`src/rtl/core/prdf_pkg.sv`:
```
// shared types and constants of the packet replay and duplicate filter
`default_nettype none
package prdf_pkg;

  localparam int unsigned WINDOW_DEPTH = 8;
  localparam int unsigned SLOT_W = (WINDOW_DEPTH > 1) ? $clog2(WINDOW_DEPTH) : 1;
  localparam int unsigned FILL_W = $clog2(WINDOW_DEPTH + 1);

  localparam int unsigned CFG_IDX_W  = 3;
  localparam int unsigned CFG_DATA_W = 31;

  localparam logic [30:0] ROLLBACK_RESET  = 31'd60000;
  localparam logic [7:0]  CONNECT_RESET   = 8'd0;
  localparam logic [7:0]  HEARTBEAT_RESET = 8'd1;

  typedef enum logic [2:0] {
    VD_OK        = 3'd0,
    VD_MAGIC     = 3'd1,
    VD_DEVICE    = 3'd2,
    VD_INTEGRITY = 3'd3,
    VD_STALE     = 3'd4,
    VD_DUP       = 3'd5
  } verdict_e;

  typedef enum logic [CFG_IDX_W-1:0] {
    CFG_MAGIC     = 3'd0,
    CFG_DEVICE    = 3'd1,
    CFG_ROLLBACK  = 3'd2,
    CFG_CONNECT   = 3'd3,
    CFG_HEARTBEAT = 3'd4
  } cfg_idx_e;

  // word handed from the front to the back through the queue
  typedef struct packed {
    verdict_e    pre_verdict;
    logic [31:0] sequence_counter;
    logic [31:0] timestamp_ms;
    logic [15:0] packet_number;
    logic [7:0]  command_code;
  } pkt_entry_t;

  typedef struct packed {
    logic [30:0] rollback_limit;
    logic [7:0]  connect_code;
    logic [7:0]  heartbeat_code;
  } back_cfg_t;

endpackage
`default_nettype wire

```
`src/rtl/core/prdf_front.sv`:
```
// front part: takes packets and runs the stateless header checks
`default_nettype none
module prdf_front
  import prdf_pkg::*;
(
  input  wire logic        push,
  output logic             full,
  input  wire logic [15:0] magic_word_i,
  input  wire logic [15:0] sender_id_i,
  input  wire logic        integrity_ok_i,
  input  wire logic [31:0] sequence_counter_i,
  input  wire logic [31:0] timestamp_ms_i,
  input  wire logic [15:0] packet_number_i,
  input  wire logic [7:0]  command_code_i,
  input  wire logic [15:0] expected_magic_i,
  input  wire logic [15:0] own_device_id_i,
  input  wire logic        q_full_i,
  output logic             q_push_o,
  output pkt_entry_t       q_entry_o
);

  verdict_e pre_verdict;

  always_comb begin
    if (magic_word_i != expected_magic_i) begin
      pre_verdict = VD_MAGIC;
    end else if (sender_id_i != own_device_id_i) begin
      pre_verdict = VD_DEVICE;
    end else if (!integrity_ok_i) begin
      pre_verdict = VD_INTEGRITY;
    end else begin
      pre_verdict = VD_OK;
    end
  end

  assign full     = q_full_i;
  assign q_push_o = push && !q_full_i;

  always_comb begin
    q_entry_o.pre_verdict      = pre_verdict;
    q_entry_o.sequence_counter = sequence_counter_i;
    q_entry_o.timestamp_ms     = timestamp_ms_i;
    q_entry_o.packet_number    = packet_number_i;
    q_entry_o.command_code     = command_code_i;
  end

endmodule
`default_nettype wire

```
`src/rtl/core/prdf_queue.sv`:
```
// two-entry queue between front and back
`default_nettype none
module prdf_queue
  import prdf_pkg::*;
(
  input  wire logic       clk_i,
  input  wire logic       rst_ni,
  input  wire logic       push_i,
  input  wire pkt_entry_t entry_i,
  output logic            full_o,
  input  wire logic       pop_i,
  output logic            valid_o,
  output pkt_entry_t      entry_o
);

  pkt_entry_t  mem_q [2];
  logic        wr_ptr_q, wr_ptr_d;
  logic        rd_ptr_q, rd_ptr_d;
  logic [1:0]  count_q, count_d;
  logic        do_push, do_pop;

  assign full_o  = (count_q == 2'd2);
  assign valid_o = (count_q != 2'd0);
  assign entry_o = mem_q[rd_ptr_q];
  assign do_push = push_i && !full_o;
  assign do_pop  = pop_i && valid_o;

  always_comb begin
    wr_ptr_d = do_push ? !wr_ptr_q : wr_ptr_q;
    rd_ptr_d = do_pop ? !rd_ptr_q : rd_ptr_q;
    count_d  = count_q;
    if (do_push && !do_pop) begin
      count_d = count_q + 2'd1;
    end else if (do_pop && !do_push) begin
      count_d = count_q - 2'd1;
    end
  end

  always_ff @(posedge clk_i or negedge rst_ni) begin
    if (!rst_ni) begin
      wr_ptr_q <= 1'b0;
      rd_ptr_q <= 1'b0;
      count_q  <= 2'd0;
    end else begin
      wr_ptr_q <= wr_ptr_d;
      rd_ptr_q <= rd_ptr_d;
      count_q  <= count_d;
    end
  end

  always_ff @(posedge clk_i) begin
    if (do_push) begin
      mem_q[wr_ptr_q] <= entry_i;
    end
  end

endmodule
`default_nettype wire

```
`src/rtl/core/prdf_back.sv`:
```
// back part: counter history, duplicate window, link flag and result register
`default_nettype none
module prdf_back
  import prdf_pkg::*;
(
  input  wire logic        clk_i,
  input  wire logic        rst_ni,
  input  wire back_cfg_t   cfg_i,
  input  wire logic        q_valid_i,
  input  wire pkt_entry_t  q_entry_i,
  output logic             q_pop_o,
  output logic             empty,
  input  wire logic        pop,
  output logic             accepted_o,
  output logic [2:0]       verdict_o,
  output logic             link_up_o,
  output logic [7:0]       command_out_o
);

  logic              hist_valid_q, hist_valid_d;
  logic [31:0]       last_counter_q, last_counter_d;
  logic [31:0]       last_stamp_q, last_stamp_d;
  logic [15:0]       window_q [WINDOW_DEPTH];
  logic [SLOT_W-1:0] slot_q, slot_d;
  logic [FILL_W-1:0] fill_q, fill_d;
  logic              link_q, link_d;

  logic              out_valid_q, out_valid_d;
  logic              out_acc_q;
  verdict_e          out_verdict_q;
  logic              out_link_q;
  logic [7:0]        out_cmd_q;

  logic              take;
  logic [31:0]       stamp_diff, cnt_diff;
  logic [32:0]       neg_limit;
  logic              rollback;
  logic              hist_eff;
  logic [SLOT_W-1:0] slot_eff;
  logic [FILL_W-1:0] fill_eff;
  logic              stale;
  logic              dup;
  logic              write_win;
  verdict_e          verdict;
  logic              ok;

  assign take    = q_valid_i && (!out_valid_q || pop);
  assign q_pop_o = take;

  always_comb begin
    stamp_diff = q_entry_i.timestamp_ms - last_stamp_q;
    cnt_diff   = q_entry_i.sequence_counter - last_counter_q;
    neg_limit  = 33'd0 - {2'b00, cfg_i.rollback_limit};
    // history is dropped when the timestamp jumps back too far
    rollback   = hist_valid_q &&
                 ($signed({stamp_diff[31], stamp_diff}) < $signed(neg_limit));
    hist_eff   = hist_valid_q && !rollback;
    slot_eff   = rollback ? '0 : slot_q;
    fill_eff   = rollback ? '0 : fill_q;
    stale      = hist_eff && ((cnt_diff == 32'd0) || cnt_diff[31]);

    dup = 1'b0;
    for (int unsigned i = 0; i < WINDOW_DEPTH; i++) begin
      if ((FILL_W'(i) < fill_eff) &&
          (window_q[SLOT_W'(i)] == q_entry_i.packet_number)) begin
        dup = 1'b1;
      end
    end

    if (q_entry_i.pre_verdict != VD_OK) begin
      verdict = q_entry_i.pre_verdict;
    end else if (stale) begin
      verdict = VD_STALE;
    end else if (dup) begin
      verdict = VD_DUP;
    end else begin
      verdict = VD_OK;
    end
    ok = (verdict == VD_OK);

    hist_valid_d   = hist_valid_q;
    last_counter_d = last_counter_q;
    last_stamp_d   = last_stamp_q;
    slot_d         = slot_q;
    fill_d         = fill_q;
    link_d         = link_q;
    write_win      = 1'b0;
    if (take && (q_entry_i.pre_verdict == VD_OK)) begin
      hist_valid_d = hist_eff;
      slot_d       = slot_eff;
      fill_d       = fill_eff;
      if (!stale) begin
        // a duplicate still moves the history forward
        hist_valid_d   = 1'b1;
        last_counter_d = q_entry_i.sequence_counter;
        last_stamp_d   = q_entry_i.timestamp_ms;
      end
      if (ok) begin
        write_win = 1'b1;
        slot_d    = (slot_eff == SLOT_W'(WINDOW_DEPTH - 1)) ? '0 : slot_eff + SLOT_W'(1);
        fill_d    = (fill_eff == FILL_W'(WINDOW_DEPTH)) ? fill_eff : fill_eff + FILL_W'(1);
        if ((q_entry_i.command_code == cfg_i.connect_code) ||
            (q_entry_i.command_code == cfg_i.heartbeat_code)) begin
          link_d = 1'b1;
        end
      end
    end

    out_valid_d = out_valid_q;
    if (take) begin
      out_valid_d = 1'b1;
    end else if (pop) begin
      out_valid_d = 1'b0;
    end
  end

  always_ff @(posedge clk_i or negedge rst_ni) begin
    if (!rst_ni) begin
      hist_valid_q   <= 1'b0;
      last_counter_q <= 32'd0;
      last_stamp_q   <= 32'd0;
      slot_q         <= '0;
      fill_q         <= '0;
      link_q         <= 1'b0;
      out_valid_q    <= 1'b0;
    end else begin
      hist_valid_q   <= hist_valid_d;
      last_counter_q <= last_counter_d;
      last_stamp_q   <= last_stamp_d;
      slot_q         <= slot_d;
      fill_q         <= fill_d;
      link_q         <= link_d;
      out_valid_q    <= out_valid_d;
    end
  end

  always_ff @(posedge clk_i) begin
    if (write_win) begin
      window_q[slot_eff] <= q_entry_i.packet_number;
    end
    if (take) begin
      out_acc_q     <= ok;
      out_verdict_q <= verdict;
      out_link_q    <= link_d;
      out_cmd_q     <= ok ? q_entry_i.command_code : 8'd0;
    end
  end

  assign empty         = !out_valid_q;
  assign accepted_o    = out_acc_q;
  assign verdict_o     = out_verdict_q;
  assign link_up_o     = out_link_q;
  assign command_out_o = out_cmd_q;

endmodule
`default_nettype wire

```
`src/rtl/core/packet_replay_duplicate_filter.sv`:
```
// top level of the packet replay and duplicate filter
//
//   channel  | handshake               | words
//   ---------+-------------------------+--------------------------------------
//   packets  | push / full             | magic, sender, integrity, counter,...
//   results  | empty / pop             | accepted, verdict, link_up, command
//   config   | cfg_valid_i/cfg_ready_o | cfg_index_i, cfg_data_i
//
// one packet per cycle sustained while results are popped; a packet goes
// through the two-entry queue and then the result register (front check into
// the queue, back check into the result register). the back stage updates
// history and window as it loads the result register. reset clears history,
// window fill count and link flag; no clearing pass. a held result stalls the
// back stage; the queue takes two more packets before full rises.
`default_nettype none
module packet_replay_duplicate_filter
  import prdf_pkg::*;
(
  input  wire logic                  clk_i,
  input  wire logic                  rst_ni,
  input  wire logic                  push,
  output logic                       full,
  input  wire logic [15:0]           magic_word_i,
  input  wire logic [15:0]           sender_id_i,
  input  wire logic                  integrity_ok_i,
  input  wire logic [31:0]           sequence_counter_i,
  input  wire logic [31:0]           timestamp_ms_i,
  input  wire logic [15:0]           packet_number_i,
  input  wire logic [7:0]            command_code_i,
  output logic                       empty,
  input  wire logic                  pop,
  output logic                       accepted_o,
  output logic [2:0]                 verdict_o,
  output logic                       link_up_o,
  output logic [7:0]                 command_out_o,
  input  wire logic                  cfg_valid_i,
  output logic                       cfg_ready_o,
  input  wire logic [CFG_IDX_W-1:0]  cfg_index_i,
  input  wire logic [CFG_DATA_W-1:0] cfg_data_i
);

  logic [15:0] magic_q;
  logic [15:0] device_q;
  logic [30:0] rollback_q;
  logic [7:0]  connect_q;
  logic [7:0]  heartbeat_q;
  back_cfg_t   back_cfg;

  logic        q_full, q_push, q_valid, q_pop;
  pkt_entry_t  q_in, q_out;

  assign cfg_ready_o = 1'b1;

  always_ff @(posedge clk_i or negedge rst_ni) begin
    if (!rst_ni) begin
      magic_q     <= 16'd0;
      device_q    <= 16'd0;
      rollback_q  <= ROLLBACK_RESET;
      connect_q   <= CONNECT_RESET;
      heartbeat_q <= HEARTBEAT_RESET;
    end else if (cfg_valid_i) begin
      unique case (cfg_idx_e'(cfg_index_i))
        CFG_MAGIC:     magic_q     <= cfg_data_i[15:0];
        CFG_DEVICE:    device_q    <= cfg_data_i[15:0];
        CFG_ROLLBACK:  rollback_q  <= cfg_data_i[30:0];
        CFG_CONNECT:   connect_q   <= cfg_data_i[7:0];
        CFG_HEARTBEAT: heartbeat_q <= cfg_data_i[7:0];
        default: ;
      endcase
    end
  end

  always_comb begin
    back_cfg.rollback_limit = rollback_q;
    back_cfg.connect_code   = connect_q;
    back_cfg.heartbeat_code = heartbeat_q;
  end

  prdf_front u_front (
    .push               (push),
    .full               (full),
    .magic_word_i       (magic_word_i),
    .sender_id_i        (sender_id_i),
    .integrity_ok_i     (integrity_ok_i),
    .sequence_counter_i (sequence_counter_i),
    .timestamp_ms_i     (timestamp_ms_i),
    .packet_number_i    (packet_number_i),
    .command_code_i     (command_code_i),
    .expected_magic_i   (magic_q),
    .own_device_id_i    (device_q),
    .q_full_i           (q_full),
    .q_push_o           (q_push),
    .q_entry_o          (q_in)
  );

  prdf_queue u_queue (
    .clk_i   (clk_i),
    .rst_ni  (rst_ni),
    .push_i  (q_push),
    .entry_i (q_in),
    .full_o  (q_full),
    .pop_i   (q_pop),
    .valid_o (q_valid),
    .entry_o (q_out)
  );

  prdf_back u_back (
    .clk_i         (clk_i),
    .rst_ni        (rst_ni),
    .cfg_i         (back_cfg),
    .q_valid_i     (q_valid),
    .q_entry_i     (q_out),
    .q_pop_o       (q_pop),
    .empty         (empty),
    .pop           (pop),
    .accepted_o    (accepted_o),
    .verdict_o     (verdict_o),
    .link_up_o     (link_up_o),
    .command_out_o (command_out_o)
  );

endmodule
`default_nettype wire

```
`config.mk`:
```
export PLATFORM = sky130hd
export DESIGN_NAME = packet_replay_duplicate_filter
export DESIGN_NICKNAME = d
export VERILOG_FILES = /design/src/rtl/core/prdf_pkg.sv /design/src/rtl/core/prdf_front.sv /design/src/rtl/core/prdf_queue.sv /design/src/rtl/core/prdf_back.sv /design/src/rtl/core/packet_replay_duplicate_filter.sv
export SDC_FILE = /design/constraint.sdc
export NUM_CORES = 1
export LEC_CHECK = 0
export BUFFER_PORTS_ARGS = -buffer_cell sky130_fd_sc_hd__buf_2
export CORE_AREA = 2 2 273 302
export CTS_CLUSTER_SIZE = 20
export DETAILED_ROUTE_END_ITERATION = 8
export DIE_AREA = 0 0 275 304
export PLACE_DENSITY_LB_ADDON = 0.05
export REMOVE_ABC_BUFFERS = 1
export SYNTH_ARGS = -nofsm -noshare
export SYNTH_HDL_FRONTEND = slang
export SYNTH_SLANG_ARGS = --single-unit
```
`constraint.sdc`:
```
create_clock -name clk_i -period 16.1 [get_ports clk_i]
set_input_delay 3.22 -clock clk_i [delete_from_list [all_inputs] [get_ports clk_i]]
set_output_delay 3.22 -clock clk_i [all_outputs]
set_load 0.01 [all_outputs]
```
==> results.yml <==
outcome:
  status: "complete, no violations"
clock_tree:
  post_cts_resized: 0
  cts_setup_buffers: 0
  tritoncts: "built"
  clkSinkCount: 478
  clk_latency_ns: 0.64
  clock_path_buffers: 3
  numCtsBuffers: 55
  cts-hold-fix-buffers: 0
  cts.htree.levels: 2
  path_clk_slew_ns: 0.06
  cts_root_buf: "clkbuf_16"
layout:
  syn_to_final_growth_pct: 17.50
  insertedDiodeCount: 0
  drive_gt1_share_pct: 25.47
  nFillCells: 7987
  multi_input_area_mm2: 0.009927
  final_area_mm2: 0.02819
  register_area_mm2: 0.01358
  layout.nets: 2307
detailed_routing:
  initialDrtViolationCount: 677
  wire_per_inst_um: 20.80
  routed_via_density: 4.679
  vias: 14772
  wirelength_um: 65670
  drc_errors: 0
  drt_first_pass_iters: 5
  ant_nets: 0
die:
  fp.dieH_um: 304
  num_io_pins: 176
  fp.dieW_um: 275
  die_area_mm2: 0.08360
  std_cell_rows: 110
  core_area_mm2: 0.08093
  start_util_pct: 29.65
global_routing:
  grt_remaining_overflow: 0
  grt_pass1_vias: 15810
  antenna_found_initial: 5
  gr-usage-all-layers_pct: 15.87
  grt_pass1_wl_um: 99800
  grt_max_degree: 64
worst_setup_path:
  cp_slowest_cell: "dfrtp_4"
  worstSetupPathType: "reg -> reg"
  required_ns: 16.43
  crit_top_cell: "o21ai_0"
  startpoint_type: "flip-flop"
  cp.arrival_ns: 9.52
  critical-path-max-stage-delay_ns: 0.68
  end_kind: "flip-flop"
  path_max_fanout: 32
timing:
  period_minus_slack_ns: 9.199
  finalCritPeriodShare_pct: 57.14
  fin_ws_ns: 6.901
  hold_violations: 0
  slew_viol_final: 0
  setup_violations: 0
  rsz0062_at_grt: "no"
  slew_headroom_pct: 23.23
  tightest_slew_ns: 1.129
  whs_ns: 0.4545
  max_freq_ghz: 0.1087
  clock_skew_ns: 0.02994
  finalSetupTns_ns: 0
job:
  cap_violations: 0
logic_synthesis:
  async_flop_share_pct: 32.85
  ys_warn_count: 0
  synthDistinctLibCells: 74
  syn_area_mm2: 0.02399
  synth_edf_count: 321
  synthCells: 1819
  synth_area_per_cell_um2: 13.19
  synthFlopType: "edfxtp_1"
  synth-seq-cells: 478
  synth-seq-area-share_pct: 56.59
place:
  place_area_mm2: 0.02639
  pre_cts_ws_ns: 6.756
  hpwl_um: 46240
  numPortBuffers: 174
  routabilityCongestion: 0.8212
power:
  p_leak_uw: 0.01076
  total_power_uw: 5832
  powerDensity_mw_per_mm2: 206.9
  peakVddDrop_mv: 0.09497
hold_path:
  min_path_type: "reg -> reg"
==> per-layer routing <==
layer	GRT usage [%]	wire, um	vias up
li1	-	-	7159
met1	21.20	30020	7298
met2	26.88	31990	239
met3	2.588	2428	70
met4	3.545	1183	6
met5	0	42	-
==> stage by stage <==
step	cells	util, %
2_1_floorplan	1784	-
3_3_place_gp	3053	32.61
3_5_place_dp	3053	32.61
4_1_cts	3157	34.84
5_1_grt	3157	34.84
6_report	3157	34.84
==> power by group <==
part	switching (uW)	internal, uW
sequential	135	1620
clock	520	728
combinational	1690	1140
total	2340	3490
==> sequential cells by signal, indices dropped and copies added, names as in the netlist, 2 cells and up <==
name	count
u_back.slot_q	3
rollback_q	31
u_back.command_out_o	8
u_back.fill_q	4
heartbeat_q	8
u_back.last_stamp_q	32
u_back.window_q	128
u_queue.count_q	2
magic_q	16
device_q	16
u_back.last_counter_q	32
connect_q	8
u_queue.mem_q	180
u_back.verdict_o	3
==> layout by cell type (no fill, tap or decap), drive strengths merged, types with 57 or more instances in the layout <==
cell    instances
edfxtp        321
buf           205
mux2          198
xnor2         192
dfrtp         149
inv           117
ha             99
clkbuf         78
nor2           67
nand2          65
a21oi          64
o21ai          57
==> final timing paths <==
path                                   from                endpoint  slack, ns  depth (start not counted)
setup / recovery           u_queue.rd_ptr_q  u_back.window_q[3][13]       6.90                         36
hold / removal                u_back.link_q           u_back.link_q       0.45                          1
setup reg to reg           u_queue.rd_ptr_q  u_back.window_q[3][13]       6.90                         36
hold reg to reg               u_back.link_q           u_back.link_q       0.45                          1
max in group asynchronous            rst_ni             magic_q[15]      12.27                          2
min in group asynchronous            rst_ni      u_back.out_valid_q       2.48                          1
==> synth_stat cells (7+ instances only) <==
master    number  area share (%)
and2_1         9            0.23
dfstp_2        8            0.88
or2_2          7            0.18
mux2i_1       36             1.5
edfxtp_1     321              40
a21oi_1       62             1.3
clkbuf_1      20            0.31
nor4_1        55             1.4
a21o_1        30            0.94
or3_1         10            0.26
o21a_1        21            0.66
nand3_1       21            0.44
a31oi_1       13            0.34
o21ai_0       56             1.2
ha_1          99             5.2
nand2b_1      16            0.42
nor3_1        34            0.71
xnor2_1      192             7.0
dfrtp_1      149              16
mux2_4        56             3.5
o211ai_1       7            0.22
and3_1        11            0.29
inv_1        117             1.8
mux2_2       142             6.7
xor2_1        50             1.8
nand2_1       65             1.0
nor2b_1        7            0.18
nor2_1        67             1.0
or4_1          7            0.22
a211oi_1       9            0.28
nand4_1       27            0.70
==> final cells by class <==
class,count,share of cell area [%]
Multi-Input combinational cell,1189,35.21
Clock buffer,78,5.294
Inverter,117,1.558
Clock inverter,26,1.105
Sequential cell,478,48.17
Timing Repair Buffer,205,3.936
Tap cell,1064,4.722
==> worst max-delay path: cells and delay by family (launching register included) <==
| kind | cells | cell delay, ns |
|---|---|---|
| xor gates and xnor gates | 1 | 0.10 |
| adders and majority gates | 4 | 1.12 |
| and+or+nand+nor | 11 | 2.80 |
| DFF | 1 | 0.68 |
| AOI/OAI and AO/OA | 14 | 2.82 |
| muxes | 1 | 0.31 |
| buffers and inverters | 5 | 1.02 |
==> logic make-up (layout without fill, tap and decap cells) <==
logic type | after synthesis | count (layout) | share of synthesized area, %
buffers and inverters | 152 | 426 | 2.649
muxes | 234 | 234 | 11.67
xor gates and xnor gates | 242 | 242 | 8.833
DFF | 478 | 478 | 56.59
AOI/OAI and AO/OA | 258 | 258 | 7.035
and+or+nand+nor | 353 | 353 | 7.879
adders and majority gates | 101 | 101 | 5.329
other | 1 | 1 | 0.01563
(Power assumes the default switching activity.)
